==> config.mk <==
export PLATFORM = sky130hd
export DESIGN_NAME = sorted_timer_table
export DESIGN_NICKNAME = d
export VERILOG_FILES = /design/src/rtl/core/stt_pkg.sv /design/src/rtl/core/sorted_timer_table.sv /design/src/rtl/core/stt_ram.sv /design/src/rtl/core/stt_front.sv /design/src/rtl/core/stt_engine.sv
export SDC_FILE = /design/constraint.sdc
export NUM_CORES = 2
export LEC_CHECK = 0
export ABC_CLOCK_PERIOD_IN_PS = 18700
export BUFFER_PORTS_ARGS = -buffer_cell sky130_fd_sc_hd__buf_2
export CAP_MARGIN = 10
export CORE_ASPECT_RATIO = 1.25
export CORE_MARGIN = 2
export CORE_UTILIZATION = 45
export CTS_CLUSTER_SIZE = 12
export DETAILED_ROUTE_END_ITERATION = 10
export GPL_TIMING_DRIVEN = 0
export HOLD_SLACK_MARGIN = 0.03
export PLACE_DENSITY = 0.65
export SETUP_SLACK_MARGIN = 0.02
export SLEW_MARGIN = 20
export SYNTH_ARGS = -nofsm -noshare
export SYNTH_HDL_FRONTEND = slang
export SYNTH_HIERARCHICAL = 1
export SYNTH_SLANG_ARGS = --single-unit
==> constraint.sdc <==
create_clock -name clk -period 18.7 [get_ports clk]
set_clock_uncertainty 0.05 [all_clocks]
set_input_delay 2.805 -clock clk [delete_from_list [all_inputs] [get_ports clk]]
set_output_delay 2.805 -clock clk [all_outputs]
set_load 0.02 [all_outputs]
==> src/rtl/core/stt_pkg.sv <==
// ----------------------------------------------------------------------------
// stt_pkg
// Types and codes shared by the sorted timer table front end, engine and
// top level.
// ----------------------------------------------------------------------------
package stt_pkg;

	// Number of timer slots; the slot and timer_id ports are sized for it.
	localparam int TIMER_SLOTS = 16;

	// Request mode codes as they arrive on the input channel.
	localparam logic [2:0] MODE_ADD     = 3'd0;
	localparam logic [2:0] MODE_CANCEL  = 3'd1;
	localparam logic [2:0] MODE_RESET   = 3'd2;
	localparam logic [2:0] MODE_REFRESH = 3'd3;
	localparam logic [2:0] MODE_TICK    = 3'd4;
	localparam logic [2:0] MODE_QUERY   = 3'd5;

	// Result status codes.
	localparam logic [1:0] STAT_OK       = 2'd0;
	localparam logic [1:0] STAT_INACTIVE = 2'd1;
	localparam logic [1:0] STAT_FULL     = 2'd2;

	// Rollover window after reset (one hour in milliseconds).
	localparam logic [31:0] WINDOW_RESET = 32'd3600000;

	// Decoded operation carried through the request queue.
	typedef enum logic [2:0] {
		OP_ADD,
		OP_CANCEL,
		OP_RESET,
		OP_REFRESH,
		OP_TICK,
		OP_QUERY,
		OP_NONE
	} op_t;

	// One queued request.
	typedef struct packed {
		op_t         op;
		logic [3:0]  slot;
		logic [31:0] ivl;
		logic        rep;
		logic        restart_now;
		logic [63:0] now;
	} req_t;

	// One slot record as held in the slot memory.
	typedef struct packed {
		logic        rep;
		logic [31:0] ivl;
		logic [63:0] dl;
	} entry_t;

	// Engine sequencer states.
	typedef enum logic [2:0] {
		S_IDLE,
		S_READ,
		S_WRITE,
		S_SCAN,
		S_FINISH
	} eng_state_t;

endpackage

==> src/rtl/core/sorted_timer_table.sv <==
// ----------------------------------------------------------------------------
// sorted_timer_table
// Table of timer slots ordered by deadline and slot number, with add, cancel,
// reset, refresh, expiry tick and next-wait query requests.
// ----------------------------------------------------------------------------
// Usage:
//   Requests enter on the in_valid/in_ready channel, one beat per request,
//   each carrying the current time. They wait in a two-entry queue, so the
//   sender can post a new beat while the engine works on the previous one.
//   Results leave on out_valid/out_ready; every request gives one or more
//   result beats and the final one has last set. An expiry tick gives one
//   beat per fired timer, in deadline order.
//   An add with the notice armed, a query, a reset with the notice armed
//   and a tick on a non-empty table scan the slot memory, one entry read per
//   cycle through its single read port; a tick scans again for each further
//   fired timer. Cancel, refresh, unused modes and the other adds, resets and
//   ticks give their result without a scan.
//   Reset clears all slots, the notice flag and the last tick time, and sets
//   the rollover window to one hour. The window register is written on the
//   cfg channel, which is always ready; the user must write it only while
//   the block is idle, as the block itself does not enforce this.
//   While the receiver stalls, the result register holds its beat and the
//   engine waits before it loads another beat; the queue keeps taking
//   requests until it is full.
// ----------------------------------------------------------------------------
module sorted_timer_table (
	input  logic        clk,
	input  logic        arst_n,
	input  logic        in_valid,
	output logic        in_ready,
	input  logic [2:0]  mode,
	input  logic [3:0]  slot,
	input  logic [31:0] interval_ms,
	input  logic        repeat_flag,
	input  logic        restart_now,
	input  logic [63:0] now_ms,
	input  logic        cfg_valid,
	output logic        cfg_ready,
	input  logic [31:0] cfg_data,
	output logic        out_valid,
	input  logic        out_ready,
	output logic [3:0]  timer_id,
	output logic [1:0]  status,
	output logic [63:0] wait_ms,
	output logic        front_notice,
	output logic        expired,
	output logic        last
);

	logic          head_valid;
	stt_pkg::req_t head;
	logic          pop;

	// The window register takes a beat in any cycle.
	assign cfg_ready = 1'b1;

	stt_front u_front (
		.clk         (clk),
		.arst_n      (arst_n),
		.in_valid    (in_valid),
		.in_ready    (in_ready),
		.mode        (mode),
		.slot        (slot),
		.interval_ms (interval_ms),
		.repeat_flag (repeat_flag),
		.restart_now (restart_now),
		.now_ms      (now_ms),
		.head_valid  (head_valid),
		.head        (head),
		.pop         (pop)
	);

	stt_engine u_engine (
		.clk          (clk),
		.arst_n       (arst_n),
		.head_valid   (head_valid),
		.head         (head),
		.pop          (pop),
		.cfg_we       (cfg_valid && cfg_ready),
		.cfg_data     (cfg_data),
		.out_valid    (out_valid),
		.out_ready    (out_ready),
		.timer_id     (timer_id),
		.status       (status),
		.wait_ms      (wait_ms),
		.front_notice (front_notice),
		.expired      (expired),
		.last         (last)
	);

endmodule

==> src/rtl/core/stt_ram.sv <==
// ----------------------------------------------------------------------------
// stt_ram
// Generic single write port, single read port RAM with registered read data.
// ----------------------------------------------------------------------------
module stt_ram #(
	parameter int WIDTH = 8,
	parameter int DEPTH = 16
) (
	input  logic                     clk,
	input  logic                     we,
	input  logic [$clog2(DEPTH)-1:0] waddr,
	input  logic [WIDTH-1:0]         wdata,
	input  logic [$clog2(DEPTH)-1:0] raddr,
	output logic [WIDTH-1:0]         rdata
);

	logic [WIDTH-1:0] mem_q [DEPTH];
	logic [WIDTH-1:0] rdata_q;

	// Write and registered read; a read of the address being written returns old data.
	always_ff @(posedge clk) begin
		if (we) begin
			mem_q[waddr] <= wdata;
		end
		rdata_q <= mem_q[raddr];
	end

	assign rdata = rdata_q;

endmodule

==> src/rtl/core/stt_front.sv <==
// ----------------------------------------------------------------------------
// stt_front
// Input side: accepts request beats, decodes the mode and holds them in a
// two-entry queue for the engine.
// ----------------------------------------------------------------------------
module stt_front (
	input  logic               clk,
	input  logic               arst_n,
	input  logic               in_valid,
	output logic               in_ready,
	input  logic [2:0]         mode,
	input  logic [3:0]         slot,
	input  logic [31:0]        interval_ms,
	input  logic               repeat_flag,
	input  logic               restart_now,
	input  logic [63:0]        now_ms,
	output logic               head_valid,
	output stt_pkg::req_t      head,
	input  logic               pop
);

	stt_pkg::req_t  fifo_q [2];
	logic           wr_ptr_q;
	logic           rd_ptr_q;
	logic [1:0]     count_q;
	stt_pkg::op_t   op;
	stt_pkg::req_t  req_in;
	logic           push;

	// Mode decoder.
	always_comb begin
		unique case (mode)
			stt_pkg::MODE_ADD:     op = stt_pkg::OP_ADD;
			stt_pkg::MODE_CANCEL:  op = stt_pkg::OP_CANCEL;
			stt_pkg::MODE_RESET:   op = stt_pkg::OP_RESET;
			stt_pkg::MODE_REFRESH: op = stt_pkg::OP_REFRESH;
			stt_pkg::MODE_TICK:    op = stt_pkg::OP_TICK;
			stt_pkg::MODE_QUERY:   op = stt_pkg::OP_QUERY;
			default:               op = stt_pkg::OP_NONE;
		endcase
	end

	always_comb begin
		req_in.op          = op;
		req_in.slot        = slot;
		req_in.ivl         = interval_ms;
		req_in.rep         = repeat_flag;
		req_in.restart_now = restart_now;
		req_in.now         = now_ms;
	end

	assign in_ready   = (count_q != 2'd2);
	assign push       = in_valid && in_ready;
	assign head_valid = (count_q != 2'd0);
	assign head       = fifo_q[rd_ptr_q];

	// Queue payload.
	always_ff @(posedge clk) begin
		if (push) begin
			fifo_q[wr_ptr_q] <= req_in;
		end
	end

	// Queue pointers and fill count.
	always_ff @(posedge clk or negedge arst_n) begin
		if (!arst_n) begin
			wr_ptr_q <= 1'b0;
			rd_ptr_q <= 1'b0;
			count_q  <= 2'd0;
		end else begin
			if (push) begin
				wr_ptr_q <= !wr_ptr_q;
			end
			if (pop) begin
				rd_ptr_q <= !rd_ptr_q;
			end
			if (push && !pop) begin
				count_q <= count_q + 2'd1;
			end else if (pop && !push) begin
				count_q <= count_q - 2'd1;
			end
		end
	end

endmodule

==> src/rtl/core/stt_engine.sv <==
// ----------------------------------------------------------------------------
// stt_engine
// Back end: carries out one request at a time against the slot table, scanning
// the slot memory one entry per cycle to find the earliest deadline, and
// drives the result register.
// ----------------------------------------------------------------------------
module stt_engine (
	input  logic               clk,
	input  logic               arst_n,
	input  logic               head_valid,
	input  stt_pkg::req_t      head,
	output logic               pop,
	input  logic               cfg_we,
	input  logic [31:0]        cfg_data,
	output logic               out_valid,
	input  logic               out_ready,
	output logic [3:0]         timer_id,
	output logic [1:0]         status,
	output logic [63:0]        wait_ms,
	output logic               front_notice,
	output logic               expired,
	output logic               last
);

	localparam int TIMER_SLOTS = stt_pkg::TIMER_SLOTS;
	localparam int SW = $clog2(TIMER_SLOTS);
	localparam int CW = $clog2(TIMER_SLOTS + 1);
	localparam int EW = $bits(stt_pkg::entry_t);

	// Control state.
	stt_pkg::eng_state_t   state_q, state_d;
	logic [TIMER_SLOTS-1:0] active_q;
	logic [TIMER_SLOTS-1:0] due_q;
	logic                  notified_q;
	logic [63:0]           prev_q;
	logic [31:0]           window_q;
	logic                  roll_q;
	logic                  first_q;
	stt_pkg::req_t         req_q;
	logic [SW-1:0]         target_q;
	logic [63:0]           start_q;

	// Scan pipeline.
	logic [CW-1:0]         issue_q;
	logic                  cmp_vld_s1;
	logic [SW-1:0]         cmp_idx_s1;
	logic                  best_vld_q;
	logic [SW-1:0]         best_idx_q;
	logic [63:0]           best_dl_q;
	logic [31:0]           best_ivl_q;
	logic                  best_rep_q;

	// Result register.
	logic                  out_valid_q;
	logic [3:0]            timer_id_q;
	logic [1:0]            status_q;
	logic [63:0]           wait_q;
	logic                  fn_q;
	logic                  exp_q;
	logic                  last_q;

	// Memory port.
	logic                  ram_we;
	logic [SW-1:0]         ram_waddr;
	stt_pkg::entry_t       ram_wdata;
	logic [SW-1:0]         ram_raddr;
	logic [EW-1:0]         ram_rdata;
	stt_pkg::entry_t       rd;

	// Sequencer strobes.
	logic                  out_free;
	logic                  res_load;
	logic [3:0]            r_id;
	logic [1:0]            r_st;
	logic [63:0]           r_wait;
	logic                  r_fn;
	logic                  r_exp;
	logic                  r_last;
	logic                  act_set;
	logic                  act_clr;
	logic [SW-1:0]         act_idx;
	logic                  scan_start;
	logic                  tick_init;
	logic                  target_ld;
	logic [SW-1:0]         target_d;
	logic                  notif_set;
	logic                  notif_clr;
	logic                  due_clr;

	// Decode helpers.
	logic                  h_ok, r_ok;
	logic [SW-1:0]         h_idx, r_idx;
	logic                  free_found;
	logic [SW-1:0]         free_idx;
	logic                  scan_done;
	logic [31:0]           old_ivl;
	logic                  fn_hit;
	logic [TIMER_SLOTS-1:0] best_oh;
	logic [TIMER_SLOTS-1:0] due_rest;
	logic                  cand;
	logic                  cand_due;
	logic                  r_active;

	assign rd = stt_pkg::entry_t'(ram_rdata);

	stt_ram #(
		.WIDTH (EW),
		.DEPTH (TIMER_SLOTS)
	) u_slot_ram (
		.clk   (clk),
		.we    (ram_we),
		.waddr (ram_waddr),
		.wdata (EW'(ram_wdata)),
		.raddr (ram_raddr),
		.rdata (ram_rdata)
	);

	// Slot decode, free-slot search and scan bookkeeping.
	always_comb begin
		h_ok  = (32'(head.slot) < TIMER_SLOTS);
		r_ok  = (32'(req_q.slot) < TIMER_SLOTS);
		h_idx = SW'(head.slot);
		r_idx = SW'(req_q.slot);
		r_active = r_ok && active_q[r_idx];
		free_found = 1'b0;
		free_idx   = '0;
		for (int i = TIMER_SLOTS - 1; i >= 0; i--) begin
			if (!active_q[i]) begin
				free_found = 1'b1;
				free_idx   = SW'(i);
			end
		end
		out_free  = !out_valid_q || out_ready;
		scan_done = (issue_q == CW'(TIMER_SLOTS)) && !cmp_vld_s1;
		old_ivl   = r_ok ? rd.ivl : 32'd0;
		fn_hit    = best_vld_q && (best_idx_q == target_q) && !notified_q;
		best_oh   = {{(TIMER_SLOTS-1){1'b0}}, 1'b1} << best_idx_q;
		due_rest  = due_q & ~best_oh;
		cand_due  = active_q[cmp_idx_s1] && (roll_q || (rd.dl <= req_q.now));
		if (req_q.op == stt_pkg::OP_TICK) begin
			cand = first_q ? cand_due : due_q[cmp_idx_s1];
		end else begin
			cand = active_q[cmp_idx_s1];
		end
	end

	// Next-state logic.
	always_comb begin
		state_d = state_q;
		unique case (state_q)
			stt_pkg::S_IDLE: begin
				if (head_valid && out_free) begin
					case (head.op) inside
						stt_pkg::OP_ADD: begin
							if (free_found && !notified_q) begin
								state_d = stt_pkg::S_SCAN;
							end
						end
						stt_pkg::OP_RESET, stt_pkg::OP_REFRESH: state_d = stt_pkg::S_READ;
						stt_pkg::OP_TICK: begin
							if (active_q != '0) begin
								state_d = stt_pkg::S_SCAN;
							end
						end
						stt_pkg::OP_QUERY: state_d = stt_pkg::S_SCAN;
						default: state_d = stt_pkg::S_IDLE;
					endcase
				end
			end
			stt_pkg::S_READ: begin
				if (req_q.op == stt_pkg::OP_RESET
						&& !(req_q.ivl == old_ivl && !req_q.restart_now) && r_active) begin
					state_d = stt_pkg::S_WRITE;
				end else if (out_free) begin
					state_d = stt_pkg::S_IDLE;
				end
			end
			stt_pkg::S_WRITE: begin
				if (!notified_q) begin
					state_d = stt_pkg::S_SCAN;
				end else if (out_free) begin
					state_d = stt_pkg::S_IDLE;
				end
			end
			stt_pkg::S_SCAN: begin
				if (scan_done) begin
					state_d = stt_pkg::S_FINISH;
				end
			end
			stt_pkg::S_FINISH: begin
				if (out_free) begin
					if (req_q.op == stt_pkg::OP_TICK && best_vld_q && (due_rest != '0)) begin
						state_d = stt_pkg::S_SCAN;
					end else begin
						state_d = stt_pkg::S_IDLE;
					end
				end
			end
			default: state_d = stt_pkg::S_IDLE;
		endcase
	end

	// Sequencer outputs: memory port, result load and state strobes.
	always_comb begin
		pop        = 1'b0;
		ram_we     = 1'b0;
		ram_waddr  = '0;
		ram_wdata  = '0;
		ram_raddr  = issue_q[SW-1:0];
		res_load   = 1'b0;
		r_id       = 4'd0;
		r_st       = stt_pkg::STAT_OK;
		r_wait     = 64'd0;
		r_fn       = 1'b0;
		r_exp      = 1'b0;
		r_last     = 1'b1;
		act_set    = 1'b0;
		act_clr    = 1'b0;
		act_idx    = '0;
		scan_start = 1'b0;
		tick_init  = 1'b0;
		target_ld  = 1'b0;
		target_d   = '0;
		notif_set  = 1'b0;
		notif_clr  = 1'b0;
		due_clr    = 1'b0;
		unique case (state_q)
			stt_pkg::S_IDLE: begin
				ram_raddr = h_idx;
				if (head_valid && out_free) begin
					pop = 1'b1;
					case (head.op) inside
						stt_pkg::OP_ADD: begin
							if (!free_found) begin
								res_load = 1'b1;
								r_st     = stt_pkg::STAT_FULL;
							end else begin
								ram_we       = 1'b1;
								ram_waddr    = free_idx;
								ram_wdata.rep = head.rep;
								ram_wdata.ivl = head.ivl;
								ram_wdata.dl  = head.now + 64'(head.ivl);
								act_set      = 1'b1;
								act_idx      = free_idx;
								target_ld    = 1'b1;
								target_d     = free_idx;
								if (notified_q) begin
									res_load = 1'b1;
									r_id     = 4'(free_idx);
								end else begin
									scan_start = 1'b1;
								end
							end
						end
						stt_pkg::OP_CANCEL: begin
							res_load = 1'b1;
							r_id     = head.slot;
							if (h_ok && active_q[h_idx]) begin
								act_clr = 1'b1;
								act_idx = h_idx;
							end else begin
								r_st = stt_pkg::STAT_INACTIVE;
							end
						end
						stt_pkg::OP_TICK: begin
							if (active_q == '0) begin
								res_load = 1'b1;
								r_st     = stt_pkg::STAT_INACTIVE;
							end else begin
								tick_init  = 1'b1;
								scan_start = 1'b1;
							end
						end
						stt_pkg::OP_QUERY: scan_start = 1'b1;
						stt_pkg::OP_RESET, stt_pkg::OP_REFRESH: ;
						default: begin
							res_load = 1'b1;
						end
					endcase
				end
			end
			stt_pkg::S_READ: begin
				ram_raddr = r_idx;
				r_id      = req_q.slot;
				if (req_q.op == stt_pkg::OP_RESET) begin
					if (req_q.ivl == old_ivl && !req_q.restart_now) begin
						res_load = out_free;
					end else if (!r_active) begin
						res_load = out_free;
						r_st     = stt_pkg::STAT_INACTIVE;
					end
				end else begin
					res_load = out_free;
					if (!r_active) begin
						r_st = stt_pkg::STAT_INACTIVE;
					end else begin
						ram_we        = 1'b1;
						ram_waddr     = r_idx;
						ram_wdata.rep = rd.rep;
						ram_wdata.ivl = rd.ivl;
						ram_wdata.dl  = req_q.now + 64'(rd.ivl);
					end
				end
			end
			stt_pkg::S_WRITE: begin
				ram_raddr     = r_idx;
				ram_we        = 1'b1;
				ram_waddr     = r_idx;
				ram_wdata.rep = rd.rep;
				ram_wdata.ivl = req_q.ivl;
				ram_wdata.dl  = start_q + 64'(req_q.ivl);
				target_ld     = 1'b1;
				target_d      = r_idx;
				r_id          = req_q.slot;
				if (!notified_q) begin
					scan_start = 1'b1;
				end else begin
					res_load = out_free;
				end
			end
			stt_pkg::S_SCAN: ;
			stt_pkg::S_FINISH: begin
				if (out_free) begin
					res_load = 1'b1;
					case (req_q.op) inside
						stt_pkg::OP_ADD, stt_pkg::OP_RESET: begin
							r_id      = (req_q.op == stt_pkg::OP_ADD) ? 4'(target_q)
								: req_q.slot;
							r_fn      = fn_hit;
							notif_set = fn_hit;
						end
						stt_pkg::OP_QUERY: begin
							notif_clr = 1'b1;
							if (!best_vld_q) begin
								r_wait = '1;
							end else if (req_q.now >= best_dl_q) begin
								r_wait = 64'd0;
							end else begin
								r_wait = best_dl_q - req_q.now;
							end
						end
						stt_pkg::OP_TICK: begin
							if (!best_vld_q) begin
								r_st = stt_pkg::STAT_INACTIVE;
							end else begin
								r_id    = 4'(best_idx_q);
								r_exp   = 1'b1;
								r_last  = (due_rest == '0);
								due_clr = 1'b1;
								if (best_rep_q) begin
									ram_we        = 1'b1;
									ram_waddr     = best_idx_q;
									ram_wdata.rep = best_rep_q;
									ram_wdata.ivl = best_ivl_q;
									ram_wdata.dl  = req_q.now + 64'(best_ivl_q);
								end else begin
									act_clr = 1'b1;
									act_idx = best_idx_q;
								end
								scan_start = (due_rest != '0);
							end
						end
						default: ;
					endcase
				end
			end
			default: ;
		endcase
	end

	// Control registers.
	always_ff @(posedge clk or negedge arst_n) begin
		if (!arst_n) begin
			state_q     <= stt_pkg::S_IDLE;
			active_q    <= '0;
			due_q       <= '0;
			notified_q  <= 1'b0;
			prev_q      <= 64'd0;
			window_q    <= stt_pkg::WINDOW_RESET;
			roll_q      <= 1'b0;
			first_q     <= 1'b0;
			issue_q     <= '0;
			cmp_vld_s1  <= 1'b0;
			best_vld_q  <= 1'b0;
			out_valid_q <= 1'b0;
		end else begin
			state_q <= state_d;
			if (cfg_we) begin
				window_q <= cfg_data;
			end
			if (act_set) begin
				active_q[act_idx] <= 1'b1;
			end
			if (act_clr) begin
				active_q[act_idx] <= 1'b0;
			end
			if (notif_set) begin
				notified_q <= 1'b1;
			end
			if (notif_clr) begin
				notified_q <= 1'b0;
			end
			if (tick_init) begin
				roll_q  <= (prev_q > head.now) && ((prev_q - head.now) > 64'(window_q));
				prev_q  <= head.now;
				first_q <= 1'b1;
			end else if (due_clr) begin
				first_q <= 1'b0;
			end
			if (due_clr) begin
				due_q[best_idx_q] <= 1'b0;
			end
			// Scan: issue one read per cycle, compare its data in the cycle after.
			if (scan_start) begin
				issue_q    <= '0;
				cmp_vld_s1 <= 1'b0;
				best_vld_q <= 1'b0;
			end else if (state_q == stt_pkg::S_SCAN) begin
				if (issue_q != CW'(TIMER_SLOTS)) begin
					issue_q    <= issue_q + CW'(1);
					cmp_vld_s1 <= 1'b1;
				end else begin
					cmp_vld_s1 <= 1'b0;
				end
				if (cmp_vld_s1) begin
					if (req_q.op == stt_pkg::OP_TICK && first_q) begin
						due_q[cmp_idx_s1] <= cand_due;
					end
					if (cand && (!best_vld_q || rd.dl < best_dl_q)) begin
						best_vld_q <= 1'b1;
					end
				end
			end
			if (res_load) begin
				out_valid_q <= 1'b1;
			end else if (out_ready) begin
				out_valid_q <= 1'b0;
			end
		end
	end

	// Payload registers.
	always_ff @(posedge clk) begin
		if (pop) begin
			req_q <= head;
		end
		if (target_ld) begin
			target_q <= target_d;
		end
		if (state_q == stt_pkg::S_READ) begin
			start_q <= req_q.restart_now ? req_q.now : (rd.dl - 64'(old_ivl));
		end
		if (state_q == stt_pkg::S_SCAN) begin
			cmp_idx_s1 <= issue_q[SW-1:0];
			if (cmp_vld_s1 && cand && (!best_vld_q || rd.dl < best_dl_q)) begin
				best_idx_q <= cmp_idx_s1;
				best_dl_q  <= rd.dl;
				best_ivl_q <= rd.ivl;
				best_rep_q <= rd.rep;
			end
		end
		if (res_load) begin
			timer_id_q <= r_id;
			status_q   <= r_st;
			wait_q     <= r_wait;
			fn_q       <= r_fn;
			exp_q      <= r_exp;
			last_q     <= r_last;
		end
	end

	assign out_valid    = out_valid_q;
	assign timer_id     = timer_id_q;
	assign status       = status_q;
	assign wait_ms      = wait_q;
	assign front_notice = fn_q;
	assign expired      = exp_q;
	assign last         = last_q;

endmodule

Word-level counts from Yosys, hierarchy flattened --
Memory sizes are Yosys's and may differ from the RTL's. A register that Yosys moved wholly into a read port is not among the register bits. Cells that the tools add are included.
Operators by class: shift operators 1, bitwise gates (word level) 12, equal/unequal tests 27, reduce and logical (&&, ||, !) cells 61, mux-type cells 235, add/subtract/negate cells 10, $lt $le $gt $ge 13
Operator list (count):
- two-way mux 97 bit | 11
- case mux 97 bit (4 select lines) | 1
- adder 64 x 32 -> 64 bit | 4
- two-way mux 4 bit | 48
- two-way mux 64 bit | 3
- subtractor 64 bit | 2
- two-way mux 1 bit | 115
- two-way mux 16 bit | 7
- greater-or-equal comparator 64 bit | 1
- greater-than comparator 64 x 32 -> 1 bit | 1
- greater-than comparator 64 bit | 1
- less-or-equal comparator 64 bit | 1
- < comparator 64 bit | 1
- subtractor 64 x 32 -> 64 bit | 1
- AND 16 bit | 3
- NOT 16 bit | 3
- two-way mux 3 bit | 11
- == test 32 bit | 1
- logical NOT 16 bit | 2
- nonzero test 16 bit | 2
- two-way mux 2 bit | 15
- < comparator 4 x 5 -> 1 bit, second input constant | 5
- case mux 4 bit (2 select lines) | 3
- logical AND 1 bit | 22
- other kinds (39) | 95
Word-level totals: word-level logic and storage cells 394, memories kept 2, flip-flop bits (word level) 496, output and inout bits 76, input bits 142, bits in writable memories 1762
Memory list:
- u_engine.u_slot_ram.mem_q | depth 16, bits a word 97, read ports 1, clocked after memory_dff 1, wr ports 1, line stt_ram.sv:17 | logic [WIDTH-1:0] mem_q [DEPTH];
- u_front.fifo_q | depth 2, bits a word 105, read ports 1, clocked after memory_dff 0, wr ports 1, line stt_front.sv:22 | stt_pkg::req_t fifo_q [2];

Depth between registers and ports, before layout --
depth after elaboration 28, gate-level depth with buffers 25, gate-level depth less buffers 23

Hierarchy --
The synthesis kept the hierarchy.
By module, submodules not included:
- stt_ram | instances 1, cells each 2484, area an instance 59867.4 um^2, sequential area each 48546.6 um^2
- stt_engine | instances 1, cells each 5018, area an instance 44420.1 um^2, sequential area each 14077.3 um^2
- stt_front | instances 1, cells each 348, area an instance 7945.1 um^2, sequential area each 6406.1 um^2
- sorted_timer_table | instances 1, cells each 2, area an instance 11.3 um^2, sequential area each 0.0 um^2

Least setup slack after synthesis --
OpenSTA, ideal clock, no wires.
path type input to register, start in out_ready, end mem u_engine/u_slot_ram/mem_q[0][0] in the netlist's numbering (enable), library setup time 0.671 ns, buffers on the path 2, path slack 4.298 ns, stages 10, arrival time 13.680 ns, data required time 17.979 ns, cells stage by stage nand2b_1 nand3_1 inv_1 nand2_1 or2_2 clkbuf_1 clkbuf_1 nand3_1 or3b_2 nor3_1
On the way: cells in the longest elaborated chain, start to end 6, elaborated cells between the ends (all ways) 10, those cells by class 8 x mux; 2 x reduce/logical
Ends and longest elaborated chain:
- start, declared | line sorted_timer_table.sv:41 | input logic out_ready,
- logical OR 1 bit * | line stt_engine.sv:133 | out_free = !out_valid_q || out_ready;
- logical AND 1 bit | line stt_engine.sv:230 | if (head_valid && out_free) begin
- two-way mux 1 bit | line stt_engine.sv:230
- case mux 1 bit (4 select lines) * | line stt_engine.sv:227 | unique case (state_q)
- named net u_engine.ram_we | line stt_engine.sv:63 | logic ram_we;
- two-way mux 1 bit * | line stt_ram.sv:22 | if (we) begin
- two-way mux 1 bit (not written as such) * | line stt_ram.sv:23 | mem_q[waddr] <= wdata;
- end, declared | line stt_ram.sv:17
Mark *: on every way through the listed nets, which the timed path passes. The rest lies on a longest branch.

Worst setup path in the final report --
start in out_ready, end mem u_engine/u_slot_ram/mem_q[8][8] in the netlist's numbering (enable)
On the way: elaborated cells between the ends (all ways) 10, those cells by class 8 x mux; 2 x reduce/logical
RTL lines:
- logical OR 1 bit * | line stt_engine.sv:133
- logical AND 1 bit | line stt_engine.sv:230
- two-way mux 4 bit | line stt_engine.sv:230
- case mux 4 bit (4 select lines) * | line stt_engine.sv:227
- named net u_engine.ram_waddr[3] | line stt_engine.sv:64 | logic [SW-1:0] ram_waddr;
Marks and branches as above.

==> impl_metrics.toml <==
[outcome]
status = "finished, final reports clean"

[setup_path]
r2r_slack_ps = 10830
r2r-end = "u_engine/u_slot_ram/mem_q[8][8]"
end_kind = "flop"
critical_path_required_ps = 19270
rr_startpoint = "u_engine/state_q[2]"
cp-startpoint = "out_ready"
critPathLaunchType = "primary input"
reg2reg_depth = 18
worstPathMaxFanout = 10
cp_data_arrival_time_ps = 9740
path_class = "primary input to flop"
crit_path_end = "u_engine/u_slot_ram/mem_q[8][8]"

[synthesis]
yosysSeqAreaShare_pct = 61.5
syn_avg_cell_area_um2 = 14.3
synth.distinct_cells = 118
syn_inst = 7852
synth_top_area_share_pct = 56.5
synth_area_leader_cell = "edfxtp_1"
synth_edf_count = 2112
synth.most_common_cell = "edfxtp_1"
postSynth.asyncResetShare_pct = 6.20
ys_ff_latch = 2355
yosys-top-cells-area = "edfxtp_1 57%, mux4_2 8.2%, ha_1 5.0%, dfrtp_1 3.0%, a21oi_1 1.9%"
syn_nets = 8453
yosys_warnings = 6
synth_area_um2 = 112000
synthTopCellsByCount = "2,112 x edfxtp_1, 498 x nand2_1, 452 x ha_1"
synth_flop_cell = "edfxtp_1"

[run]
cap_viol_max_count = 0

[grt]
grt_usage_pct = 29.6
antenna_found_initial = 28
grt_pass1_wl_mm = 538
grt_max_degree = 94
grt_pass1_vias = 74100
grt_overflow = 0

[finish]
final_util_pct = 51.5
drive_gt1_share_pct = 18.4
register_area_um2 = 69000
final_nets = 9121
area_delta_synth_final_pct = 14.1
multiInputGateArea_um2 = 40700
num-fill-cells = 20700

[min_path]
min_path_type = "flop to flop"
holdPathStages = 0

[routing]
drt_iter0_drc = 8968
detail-route-antenna-nets = 0
wl_mm = 382
drt-wirelength-per-cell_um = 31.8
met1Wirelength_mm = 148
met3_length_mm = 28.3
routed_via_density = 6.22
via_count = 74800
drc = 0
dr.max_layer_used = "met5"
drtPass1Iterations = 9
routed-wl-met2_mm = 184

[floorplan]
io_pins = 218
start_util_pct = 45.1
fp.dieH_um = 562
dieArea_um2 = 253000
die_w_um = 451
num_rows = 205
core_um2 = 249000

[pwr]
power.leakage_nw = 46.4
peakVddDrop_uv = 103
power_mw = 26.0
power_density_nw_per_um2 = 203

[cts]
htree_levels = 4
cts.path.max_buffers = 4
cts.sinks = 2355
cts_hold_buffers = 0
tritoncts.num_buffers = 238
cts_tree = "built"
cts-root-buf = "clkbuf_16"
cts_repair_resize_count = 0
cts_setup_buffers = 0
clkSlewWorstSetupHoldPaths_ps = 60
insertion_delay_ps = 920

[sta]
tightest_slew_ps = 1250
hold_viol_final = 0
fin_tns_setup_ps = 0
max_freq_ghz = 0.109
rsz0062_at_grt = "false"
finalCritPeriodShare_pct = 49.1
report.final.slew_viol_count = 0
min_period_ps = 9180
setup_viol = 0
max-slew-margin-rel_pct = 16.7

[place]
port_buffers = 215
dp_hpwl_mm = 292
place.gp.congestion = 1.03
==> critical path, stage by stage <==
cell and delay [ps]:
buf_2 90, nor2b_1 110, nor2_1 570, nand3_1 370, inv_2 380, and2_1 180
clkbuf_1 390, clkbuf_1 860, clkbuf_1 980, a221o_1 540, nand3b_1 390, nor3_2 650
buf_4 320, buf_4 210, buf_4 210, buf_4 210, buf_4 220, buf_4 210
==> power breakdown <==
group	switching, mW	leakage, nW	internal, mW	total, mW
combinational	8.62	20.9	4.86	13.5
clock	1.98	3.44	2.52	4.50
sequential	0.733	22.0	7.29	8.02
total	11.3	46.4	14.7	26.0
==> metrics by stage <==
| stage | cells | setup slack [ps] | hold slack (ps) | instance area [µm²] |
|---|---|---|---|---|
| 2_1_floorplan | 7852 | 4300 | 360 | 112000 |
| 3_3_place_gp | 11400 | -7310 | 382 | 117000 |
| 3_5_place_dp | 11600 | 8780 | 387 | 121000 |
| 4_1_cts | 12000 | 9710 | 402 | 128000 |
| 5_1_grt | 12000 | 9470 | 413 | 128000 |
| 6_report | 12000 | 9520 | 402 | 128000 |
==> metal layers <==
metal | track usage, % | vias up
li1 | - | 32100
met1 | 38.3 | 38200
met2 | 49.0 | 3701
met3 | 3.67 | 740
met4 | 15.1 | 2
met5 | 0 | -
==> layout by cell type, fill, tap and decap left out, types with 44 or more instances in the layout <==
| cell | instances |
|---|---|
| a21oi_1 | 435 |
| a31oi_1 | 57 |
| o21bai_1 | 50 |
| mux2_2 | 135 |
| ha_1 | 452 |
| nand3_1 | 116 |
| dfrtp_1 | 135 |
| a22oi_1 | 206 |
| nand2b_1 | 53 |
| xor2_1 | 177 |
| nor2b_1 | 46 |
| xnor2_1 | 207 |
| edfxtp_1 | 2112 |
| nor4_1 | 65 |
| o21a_1 | 46 |
| dfxtp_1 | 97 |
| o21ai_0 | 318 |
| o211ai_1 | 44 |
| clkbuf_16 | 243 |
| clkbuf_1 | 317 |
| a21o_1 | 251 |
| nor2_1 | 285 |
| inv_1 | 358 |
| o21ai_1 | 49 |
| buf_4 | 119 |
| mux4_2 | 407 |
| buf_12 | 50 |
| nor3_1 | 86 |
| nand2_1 | 498 |
| buf_2 | 279 |
| nand4_1 | 123 |
==> sequential cells by signal (all words and copies together) (netlist names), 5 cells and up <==
name and cells:
u_engine/u_slot_ram/mem_q 1552, u_front/fifo_q 210, u_engine/req_q 100, u_engine/u_slot_ram/rdata 97, u_engine/best_dl_q 64, u_engine/prev_q 64
u_engine/start_q 64, u_engine/wait_ms 64, u_engine/best_ivl_q 32, u_engine/window_q 32, u_engine/active_q 16, u_engine/due_q 16
u_engine/issue_q 5
==> cell type report <==
type	instances	share of cell area, %
flip-flops and latches	2355	53.9
multi-input cells	4792	31.8
clock buffers	388	5.27
well taps	3312	3.24
repair buffers	428	3.22
plain buffers	342	1.22
inverters	363	1.07
clock inverters	38	0.295
diodes	12	0.0234
==> kinds of logic after synthesis <==
group | share of synthesized area [%]
AND/OR/NAND/NOR | 6.39
AO/OA/AOI/OAI | 10.9
flip-flops | 61.5
multiplexers | 10.4
other | 0.00334
XOR/XNOR | 3.00
adder cells (fa/ha/maj) | 5.16
buffers and inverters | 2.59
==> worst min path at each step <==
stage                                  startpoint  slack [ps]                endpoint
global route               u_engine/cmp_idx_s1[3]         410  u_engine/best_idx_q[3]
CTS                        u_engine/cmp_idx_s1[3]         400  u_engine/best_idx_q[3]
floorplan           u_engine/u_slot_ram/rdata[96]         360     u_engine/best_rep_q
detailed placement         u_engine/cmp_idx_s1[3]         390  u_engine/best_idx_q[3]
global placement           u_engine/cmp_idx_s1[3]         380  u_engine/best_idx_q[3]
finish                     u_engine/cmp_idx_s1[3]         400  u_engine/best_idx_q[3]
(Power assumes the default switching activity.)
